[src/hdl/pfs_pkg.sv]
// Constants, tables and helper functions of the PLL factor solver.
package pfs_pkg;

  localparam int unsigned NUM_DIV   = 8;
  localparam int unsigned IDX_W     = $clog2(NUM_DIV);
  localparam int unsigned TGT_W     = 12;
  localparam int unsigned MUL_W     = 8;
  localparam int unsigned DIV_W     = 5;
  localparam int unsigned FULL_W    = 12;  // multiplier before range check
  localparam int unsigned MUL_DIRECT_MAX = 32;
  localparam int unsigned MUL_MAX   = 128;
  localparam logic [31:0] PLL_ENABLE = 32'h8000_0000;

  // Reciprocal of 24 for a 12-bit target: floor(t * 2731 / 2^16) == t / 24.
  localparam logic [11:0] RECIP24_T = 12'd2731;
  // Reciprocal of 24 for products up to 368: floor(x * 171 / 2^12) == x / 24.
  localparam logic [7:0]  RECIP24_S = 8'd171;
  // Reciprocal of 3 for values up to 128: floor(x * 171 / 2^9) == x / 3.
  localparam logic [7:0]  RECIP3    = 8'd171;

  // Candidate total dividers, tried lowest index first.
  localparam logic [DIV_W-1:0] DIV_LIST [NUM_DIV] =
    '{5'd1, 5'd2, 5'd3, 5'd4, 5'd6, 5'd8, 5'd12, 5'd16};
  // Pre-divider code (m - 1) and post-divider code for each divider.
  localparam logic [1:0] M_CODE [NUM_DIV] =
    '{2'd0, 2'd0, 2'd2, 2'd0, 2'd2, 2'd1, 2'd2, 2'd3};
  localparam logic [1:0] P_CODE [NUM_DIV] =
    '{2'd0, 2'd1, 2'd0, 2'd2, 2'd1, 2'd2, 2'd2, 2'd2};

  typedef struct packed {
    logic       ok;   // r * d is a multiple of 24
    logic [3:0] quo;  // r * d / 24
  } frac_t;

  // Residue r (0..23) times divider d, divided by 24 when exact.
  function automatic frac_t frac_div24(logic [4:0] r, logic [DIV_W-1:0] d);
    logic [8:0]  prod;
    logic [15:0] wide;
    logic [3:0]  quo;
    frac_t       res;
    prod    = 9'({4'd0, r} * {4'd0, d});
    wide    = 16'({7'd0, prod} * {8'd0, RECIP24_S});
    quo     = wide[15:12];
    res.ok  = (prod == 9'({5'd0, quo} * 9'd24));
    res.quo = quo;
    return res;
  endfunction

  // True when an 8-bit value is a multiple of three (digit sum in base four).
  function automatic logic mod3_zero(logic [7:0] v);
    logic [3:0] s;
    logic [2:0] s2;
    logic [2:0] s3;
    s  = {2'd0, v[7:6]} + {2'd0, v[5:4]} + {2'd0, v[3:2]} + {2'd0, v[1:0]};
    s2 = {1'b0, s[3:2]} + {1'b0, s[1:0]};
    s3 = {1'b0, s2[1:0]} + {2'd0, s2[2]};
    return (s3 == 3'd0) || (s3 == 3'd3);
  endfunction

endpackage

[src/hdl/pll_factor_solver.sv]
// Top level of the PLL factor solver: a five-stage pipeline from target to PLL word.
//
// Usage: a request carries one target frequency (target_mhz_i, whole MHz) against
// the fixed 24 MHz reference. Each request yields exactly one result on the
// output channel: the chosen multiplier and divider, the n, k, m and p codes,
// the frequency reached and the packed PLL word with its enable bit set. When
// no factor set fits, found_o is low and every other result field is zero.
// Both channels use valid/ready; a request moves when valid and ready are high.
// Throughput is one request per cycle unless a valid result is stalled: the
// five stages (reciprocal multiply, residue, per-divider multipliers, range
// check with priority pick, n/k split and packing) each hold an item and
// advance together. When the receiver stalls a valid result, the whole
// pipeline holds and in_ready_o drops; nothing is lost or repeated, and
// ready returns as soon as the output is taken. Bubbles inside a stalled
// pipeline stay in place, but with no result waiting the pipeline moves
// even if the receiver is not ready. Reset clears every stage valid bit;
// the block is ready right after reset.
module pll_factor_solver (
  input  logic        clk_i,
  input  logic        rst_ni,
  input  logic        in_valid_i,
  output logic        in_ready_o,
  input  logic [11:0] target_mhz_i,
  output logic        out_valid_o,
  input  logic        out_ready_i,
  output logic        found_o,
  output logic [7:0]  multiplier_o,
  output logic [4:0]  divider_o,
  output logic [4:0]  n_code_o,
  output logic [1:0]  k_code_o,
  output logic [1:0]  m_code_o,
  output logic [1:0]  p_code_o,
  output logic [11:0] achieved_mhz_o,
  output logic [31:0] pll_word_o
);

  localparam int unsigned ND = pfs_pkg::NUM_DIV;

  // The pipeline advances whenever the output register is empty or being taken.
  logic adv;

  // Stage valid bits.
  logic s1_v_q, s2_v_q, s3_v_q, s4_v_q, out_v_q;

  // Stage 1: target and its quotient by 24.
  logic [11:0] s1_t_q;
  logic [7:0]  s1_q_q;
  logic [23:0] s1_prod;

  // Stage 2: target, quotient and residue.
  logic [11:0] s2_t_q;
  logic [7:0]  s2_q_q;
  logic [4:0]  s2_r_q;
  logic [11:0] s2_r_d;

  // Stage 3: multiplier and divisibility for every candidate divider.
  logic [11:0] s3_t_q;
  logic [pfs_pkg::FULL_W-1:0] s3_mul_q [ND];
  logic [ND-1:0]              s3_ok_q;
  logic [pfs_pkg::FULL_W-1:0] s3_mul_d [ND];
  logic [ND-1:0]              s3_ok_d;

  // Stage 4: first acceptable divider.
  logic [11:0]               s4_t_q;
  logic                      s4_hit_q;
  logic [pfs_pkg::MUL_W-1:0] s4_mul_q;
  logic [pfs_pkg::IDX_W-1:0] s4_idx_q;
  logic                      s4_hit_d;
  logic [pfs_pkg::MUL_W-1:0] s4_mul_d;
  logic [pfs_pkg::IDX_W-1:0] s4_idx_d;
  logic [ND-1:0]             s4_lane_ok;

  // Output stage.
  logic        found_q, found_d;
  logic [7:0]  mult_q, mult_d;
  logic [4:0]  div_q, div_d;
  logic [4:0]  ncode_q, ncode_d;
  logic [1:0]  kcode_q, kcode_d;
  logic [1:0]  mcode_q, mcode_d;
  logic [1:0]  pcode_q, pcode_d;
  logic [11:0] ach_q, ach_d;
  logic [31:0] word_q, word_d;

  logic [15:0] s5_prod3;
  logic [7:0]  s5_n;
  logic [1:0]  s5_k;
  logic        s5_split;

  assign adv        = !out_v_q || out_ready_i;
  assign in_ready_o = adv;

  // Stage 1: quotient by 24 through a reciprocal multiply.
  assign s1_prod = 24'({12'd0, target_mhz_i} * {12'd0, pfs_pkg::RECIP24_T});

  // Stage 2: residue = t - 24q, with 24q built from shifts.
  assign s2_r_d = s1_t_q - ({s1_q_q, 4'd0} + {1'b0, s1_q_q, 3'd0});

  // Stage 3: M = q*D + r*D/24, valid only when r*D is a multiple of 24.
  always_comb begin
    pfs_pkg::frac_t fr;
    fr = '0;
    for (int i = 0; i < ND; i++) begin
      fr          = pfs_pkg::frac_div24(s2_r_q, pfs_pkg::DIV_LIST[i]);
      s3_mul_d[i] = 12'({4'd0, s2_q_q} * {7'd0, pfs_pkg::DIV_LIST[i]})
                    + {8'd0, fr.quo};
      s3_ok_d[i]  = fr.ok;
    end
  end

  // Stage 4: range check per lane, then the lowest acceptable lane wins.
  always_comb begin
    for (int i = 0; i < ND; i++) begin
      s4_lane_ok[i] = s3_ok_q[i]
                      && (s3_mul_q[i] <= 12'(pfs_pkg::MUL_MAX))
                      && ((s3_mul_q[i] <= 12'(pfs_pkg::MUL_DIRECT_MAX))
                          || !s3_mul_q[i][0]
                          || pfs_pkg::mod3_zero(s3_mul_q[i][7:0]));
    end
    s4_hit_d = 1'b0;
    s4_mul_d = '0;
    s4_idx_d = '0;
    for (int i = ND - 1; i >= 0; i--) begin
      if (s4_lane_ok[i]) begin
        s4_hit_d = 1'b1;
        s4_mul_d = s3_mul_q[i][pfs_pkg::MUL_W-1:0];
        s4_idx_d = pfs_pkg::IDX_W'(i);
      end
    end
  end

  // Stage 5: split M into n*k with the smallest k, then pack the result.
  // The frequency reached equals the target whenever a set is found, since
  // 24*M/D undoes the exact division that produced M.
  assign s5_prod3 = 16'({8'd0, s4_mul_q} * {8'd0, pfs_pkg::RECIP3});

  always_comb begin
    s5_split = 1'b1;
    s5_n     = s4_mul_q;
    s5_k     = 2'd0;
    if (s4_mul_q <= 8'(pfs_pkg::MUL_DIRECT_MAX)) begin
      s5_n = s4_mul_q;
      s5_k = 2'd0;
    end else if (!s4_mul_q[0] && (s4_mul_q <= 8'(2 * pfs_pkg::MUL_DIRECT_MAX))) begin
      s5_n = {1'b0, s4_mul_q[7:1]};
      s5_k = 2'd1;
    end else if (pfs_pkg::mod3_zero(s4_mul_q)
                 && (s4_mul_q <= 8'(3 * pfs_pkg::MUL_DIRECT_MAX))) begin
      s5_n = {1'b0, s5_prod3[15:9]};
      s5_k = 2'd2;
    end else if (s4_mul_q[1:0] == 2'd0) begin
      s5_n = {2'd0, s4_mul_q[7:2]};
      s5_k = 2'd3;
    end else begin
      s5_split = 1'b0;
    end

    found_d = s4_hit_q && (s4_mul_q != 8'd0) && s5_split;
    mult_d  = '0;
    div_d   = '0;
    ncode_d = '0;
    kcode_d = '0;
    mcode_d = '0;
    pcode_d = '0;
    ach_d   = '0;
    word_d  = '0;
    if (found_d) begin
      mult_d  = s4_mul_q;
      div_d   = pfs_pkg::DIV_LIST[s4_idx_q];
      ncode_d = 5'(s5_n - 8'd1);
      kcode_d = s5_k;
      mcode_d = pfs_pkg::M_CODE[s4_idx_q];
      pcode_d = pfs_pkg::P_CODE[s4_idx_q];
      ach_d   = s4_t_q;
      word_d  = pfs_pkg::PLL_ENABLE
                | {14'd0, pcode_d, 16'd0}
                | {19'd0, ncode_d, 8'd0}
                | {26'd0, kcode_d, 4'd0}
                | {30'd0, mcode_d};
    end
  end

  // Valid bits travel with the data and hold while the pipeline is stalled.
  always_ff @(posedge clk_i or negedge rst_ni) begin
    if (!rst_ni) begin
      s1_v_q  <= 1'b0;
      s2_v_q  <= 1'b0;
      s3_v_q  <= 1'b0;
      s4_v_q  <= 1'b0;
      out_v_q <= 1'b0;
    end else if (adv) begin
      s1_v_q  <= in_valid_i;
      s2_v_q  <= s1_v_q;
      s3_v_q  <= s2_v_q;
      s4_v_q  <= s3_v_q;
      out_v_q <= s4_v_q;
    end
  end

  // Payload registers need no reset.
  always_ff @(posedge clk_i) begin
    if (adv) begin
      s1_t_q   <= target_mhz_i;
      s1_q_q   <= s1_prod[23:16];
      s2_t_q   <= s1_t_q;
      s2_q_q   <= s1_q_q;
      s2_r_q   <= s2_r_d[4:0];
      s3_t_q   <= s2_t_q;
      s3_mul_q <= s3_mul_d;
      s3_ok_q  <= s3_ok_d;
      s4_t_q   <= s3_t_q;
      s4_hit_q <= s4_hit_d;
      s4_mul_q <= s4_mul_d;
      s4_idx_q <= s4_idx_d;
      found_q  <= found_d;
      mult_q   <= mult_d;
      div_q    <= div_d;
      ncode_q  <= ncode_d;
      kcode_q  <= kcode_d;
      mcode_q  <= mcode_d;
      pcode_q  <= pcode_d;
      ach_q    <= ach_d;
      word_q   <= word_d;
    end
  end

  assign out_valid_o    = out_v_q;
  assign found_o        = found_q;
  assign multiplier_o   = mult_q;
  assign divider_o      = div_q;
  assign n_code_o       = ncode_q;
  assign k_code_o       = kcode_q;
  assign m_code_o       = mcode_q;
  assign p_code_o       = pcode_q;
  assign achieved_mhz_o = ach_q;
  assign pll_word_o     = word_q;

endmodule

[config.mk]
export PLATFORM = sky130hd
export DESIGN_NAME = pll_factor_solver
export DESIGN_NICKNAME = d
export VERILOG_FILES = /design/src/hdl/pfs_pkg.sv /design/src/hdl/pll_factor_solver.sv
export SDC_FILE = /design/constraint.sdc
export NUM_CORES = 1
export LEC_CHECK = 0
export ABC_AREA = 1
export BUFFER_PORTS_ARGS = -buffer_cell sky130_fd_sc_hd__buf_2
export CAP_MARGIN = 20
export CORE_MARGIN = 4
export CORE_UTILIZATION = 60
export DETAILED_ROUTE_END_ITERATION = 8
export GPL_TIMING_DRIVEN = 1
export PLACE_DENSITY = 0.78
export SETUP_SLACK_MARGIN = 0.15
export SYNTH_ARGS = -nofsm -noshare
export SYNTH_HDL_FRONTEND = slang
export SYNTH_SLANG_ARGS = --single-unit
export TNS_END_PERCENT = 30
[constraint.sdc]
create_clock -name clk_i -period 17.5 [get_ports clk_i]
set_input_delay 3.5 -clock clk_i [delete_from_list [all_inputs] [get_ports clk_i]]
set_output_delay 3.5 -clock clk_i [all_outputs]
set_load 0.005 [all_outputs]
After elaboration in Yosys (flattened, before gate mapping):

Memories as Yosys holds them, arrays and structs flattened. A register that Yosys moved wholly into a read port is not among the register bits.
Cells that the tools add are included.

* register bits after elaboration: 254
* latch bits: 0
* bits in writable memories: 0
* bits in read-only memories: 72
* input port bits: 16
* output and inout bits: 71
* logic and storage cells: 261
* memories: 3

* $add $sub $neg: 56
* multiply operators: 24
* divide/modulo/power cells: 0
* $lt $le $gt $ge: 20
* equality and inequality tests: 17
* shift operators: 0
* multiplexer cells: 32
* bitwise gates (word level): 4
* reduce and logical (&&, ||, !) cells: 71

Memories
* (no name shown): words 8, bits a word 5, rd ports 1, clocked after memory_dff 1, write ports 0, line pll_factor_solver.sv:168 `div_d = pfs_pkg::DIV_LIST[s4_idx_q];`
* (no name shown): words 8, bits a word 2, rd ports 1, clocked after memory_dff 0, write ports 0, line pll_factor_solver.sv:172 `pcode_d = pfs_pkg::P_CODE[s4_idx_q];`
* (no name shown): words 8, bits a word 2, rd ports 1, clocked after memory_dff 0, write ports 0, line pll_factor_solver.sv:171 `mcode_d = pfs_pkg::M_CODE[s4_idx_q];`

Operators by type and width (count)
* $le 12x6->1 const B: 8
* $le 12x8->1 const B: 8
* $mux 8: 8
* $add 2x2->3: 18
* $mul 5x8->13 const B: 4
* $add 3x2->4: 9
* $add 4x2->4: 9
* $or 32x13->32: 1
* $or 32x2->32: 1
* $or 32x6->32: 1
* $mul 7x8->15 const B: 2
* $mul 8x2->10 const B: 3
* $add 2x1->3: 9
* $eq 3x2->1 const B: 9
* $logic_not 3->1: 9
* $logic_or 1x1->1: 26
* $add 11x4->12: 2
* $add 12x4->12: 2
* $eq 5x6->1: 4
* $mul 12x12->24 const B: 1
* $mul 4x2->6 const B: 4
* $add 10x3->11: 2
* $mul 5x2->7 const B: 3
* $logic_and 1x1->1: 20
* 28 further kinds: 61

Depth between registers and ports, before layout:

* depth after elaboration: 17
* depth in mapped cells: 36
* gate-level depth less buffers: 36

Worst setup path after synthesis:

Ideal clock, no wire load.

* kind: input port to output port
* start point: input port out_ready_i
* end point: output port in_ready_o
* data arrival time: 7.369 ns
* path slack: 6.631 ns
* stages: 2
* buffers on the path: 0
* cell sequence: inv_1 -> nand2_1

* word-level cells in the longest chain between the ends: 1

Ends and longest elaborated chain
* start, declared: line pll_factor_solver.sv:25 `input logic out_ready_i,`
* $logic_or 1x1->1: line pll_factor_solver.sv:89 `assign adv = !out_v_q || out_ready_i;`
* end, declared: line pll_factor_solver.sv:22 `output logic in_ready_o,`

No other way between the ends.

Worst setup path after layout:

Ends and elaborated chain as after synthesis.

==> reports/qor.csv <==
metric,value,unit
syn-cell-area,17100,um2
synth_xor_area_frac,0.0368,
cts.clk_slew.worst_paths,0.07,ns
route.detailed.drc,0,
required,14.00,ns
grt_pass1_vias,12400,
synthTopCellsByArea,"edfxtp_1 (31%), ha_1 (20%), fa_1 (14%)",
status,"finished, final reports clean",
dieHeight,177,um
via_per_inst,5.27,
synth_compound_area_frac,0.0631,
ctsResizeCount,0,
slew_violations,0,
cp-end-kind,output pin,
cts_made_buffers,17,
cts_tree,yes,
max_cap_violations,0,
hold_slack,0.422,ns
synth_top_family_by_area,adder cells,
syn_inst,1828,
ys_top_cells_by_count,"inv_1 (389), nand2_1 (286), ha_1 (268)",
synth.distinct_cells,53,
post-cts-setup-buffer-count,0,
clockRootBuffer,clkbuf_16,
worst_pin_slew,0.990,ns
synth.top_cell.area_share,0.310,
ys_ff_latch,181,
ys_warn_count,0,
antenna_found_initial,0,
portBuffers,66,
crit_start,out_ready_i,
nFillCells,2272,
routedWlPerCell,14.9,um
synth-edff-count,176,
crit_arrival,4.34,ns
grtUsageTotal,0.226,
ant_nets,0,
cts-hold-fix-buffers,0,
clk_path_buf_depth,2,
vias,12100,
hp-start,s2_t_q[5],
overflow,0,
timing.fmax,128,MHz
cts_sinks,181,
fin_crit_sh,0.448,
max-slew-margin-rel,0.340,
drive_above_1_share,0.0713,
synth_top_area_cell,edfxtp_1,
syn2layout_area_growth,6.97,%
hold_class,reg -> reg,
start_util,0.611,
io_pins,87,
start_kind,primary input,
fp.dieW,177,um
dr.pass1.iters,5,
syn_avg_cell_area,9.34,um2
drtIter0Drc,665,
seq_area_frac_synth,0.317,
setup-tns-final,0,ns
dp_hpwl,27.7,mm
synthAdderAreaFrac,0.341,
htree_levels,4,
path_class,in -> out,
yosysMostFrequentCell,inv_1,
final_nets,2301,
final_core_util,0.654,
r2r_start,s2_r_q[0],
fin_skew,0.0145,ns
synthSimpleGateAreaFrac,0.137,
cp_max_fo,44,
diodes,0,
gp_congestion,0.958,
dieArea,31200,um2
finalSetupViolCount,0,
hold_viol,0,
ys_async_sr_fraction,0.0276,
period_minus_slack,7.84,ns
grt_max_degree,83,
rsz0062_at_grt,false,
synthMuxAreaShare,0.00198,
core_area,27900,um2
wirelength,34.1,mm
synth_flop_cell,edfxtp_1,
rows,61,
clk_latency,0.44,ns
grt_pass1_wl,57.7,mm
## cell type report
class | instances | area [um2] | area share
well taps | 378 | 473 | 0.0259
multi-input cells | 1229 | 9970 | 0.546
inverters | 397 | 1490 | 0.0817
clock buffers | 17 | 425 | 0.0233
clock inverters | 15 | 146 | 0.00802
repair buffers | 68 | 345 | 0.0189
flip-flops and latches | 181 | 5410 | 0.296
## through the flow
step | worst slack [ns] | cell area, um2 | std cells
2_1_floorplan | 6.63 | 17100 | 1847
3_3_place_gp | 9.66 | 17700 | 2253
3_5_place_dp | 9.64 | 17700 | 2253
4_1_cts | 9.65 | 18300 | 2285
5_1_grt | 9.13 | 18300 | 2285
6_report | 9.66 | 18300 | 2285
## cells in the final DEF, fill, tap and decap left out, types with 9 or more instances in the layout
cell type    n
inv_1      389
conb_1      20
buf_2       66
o21ai_0     56
nand2_1    285
o21bai_1     9
nand3_1     80
clkbuf_16   17
nor3_1      22
nor2_1     133
ha_1       268
edfxtp_1   176
fa_1       123
a21oi_1     84
xor2_1      45
xnor2_1     23
nand4_1     15
## kinds of logic after synthesis
kind of cell	count (synthesis)
AO/OA/AOI/OAI	186
XOR/XNOR	70
adder cells (fa/ha/maj)	391
buffers and inverters	437
flip-flops	181
multiplexers	3
other	1
AND/OR/NAND/NOR	559
## flip-flops by register name, summed over array words and instances (netlist names), 3 cells and up
name,flops
s1_q_q,8
pll_word_o,5
s4_idx_q,3
s3_t_q,12
s1_t_q,12
n_code_o,4
s4_mul_q,8
multiplier_o,8
achieved_mhz_o,12
s2_q_q,8
s4_t_q,12
divider_o,5
s3_ok_q,8
s2_r_q,4
s3_mul_q,50
s2_t_q,12
## final timing paths
path | cells past startpoint | slack [ns] | end
setup / recovery | 4 | 9.66 | in_ready_o
hold / removal | 0 | 0.42 | s3_t_q[5]
setup reg to reg | 30 | 9.73 | s3_mul_q[69]
hold reg to reg | 0 | 0.42 | s3_t_q[5]
max in group asynchronous | 1 | 14.49 | s3_v_q
min in group asynchronous | 1 | 2.87 | s1_v_q
## worst max-delay path, cell delays in order
cell,delay (ns)
buf_2,0.07
inv_1,0.06
nand2_4,0.42
buf_2,0.24
## layer usage
layer | routed length, um | track usage | part of all wire
met2 | 17300 | 0.401 | 0.51
met5 | 0 | 0 | 0
met1 | 15000 | 0.298 | 0.44
met3 | 1170 | 0.0252 | 0.034
met4 | 566 | 0.0574 | 0.017
Power is not shown: default switching activity piles up to over one toggle a cycle in this logic, so the estimate is an artifact.
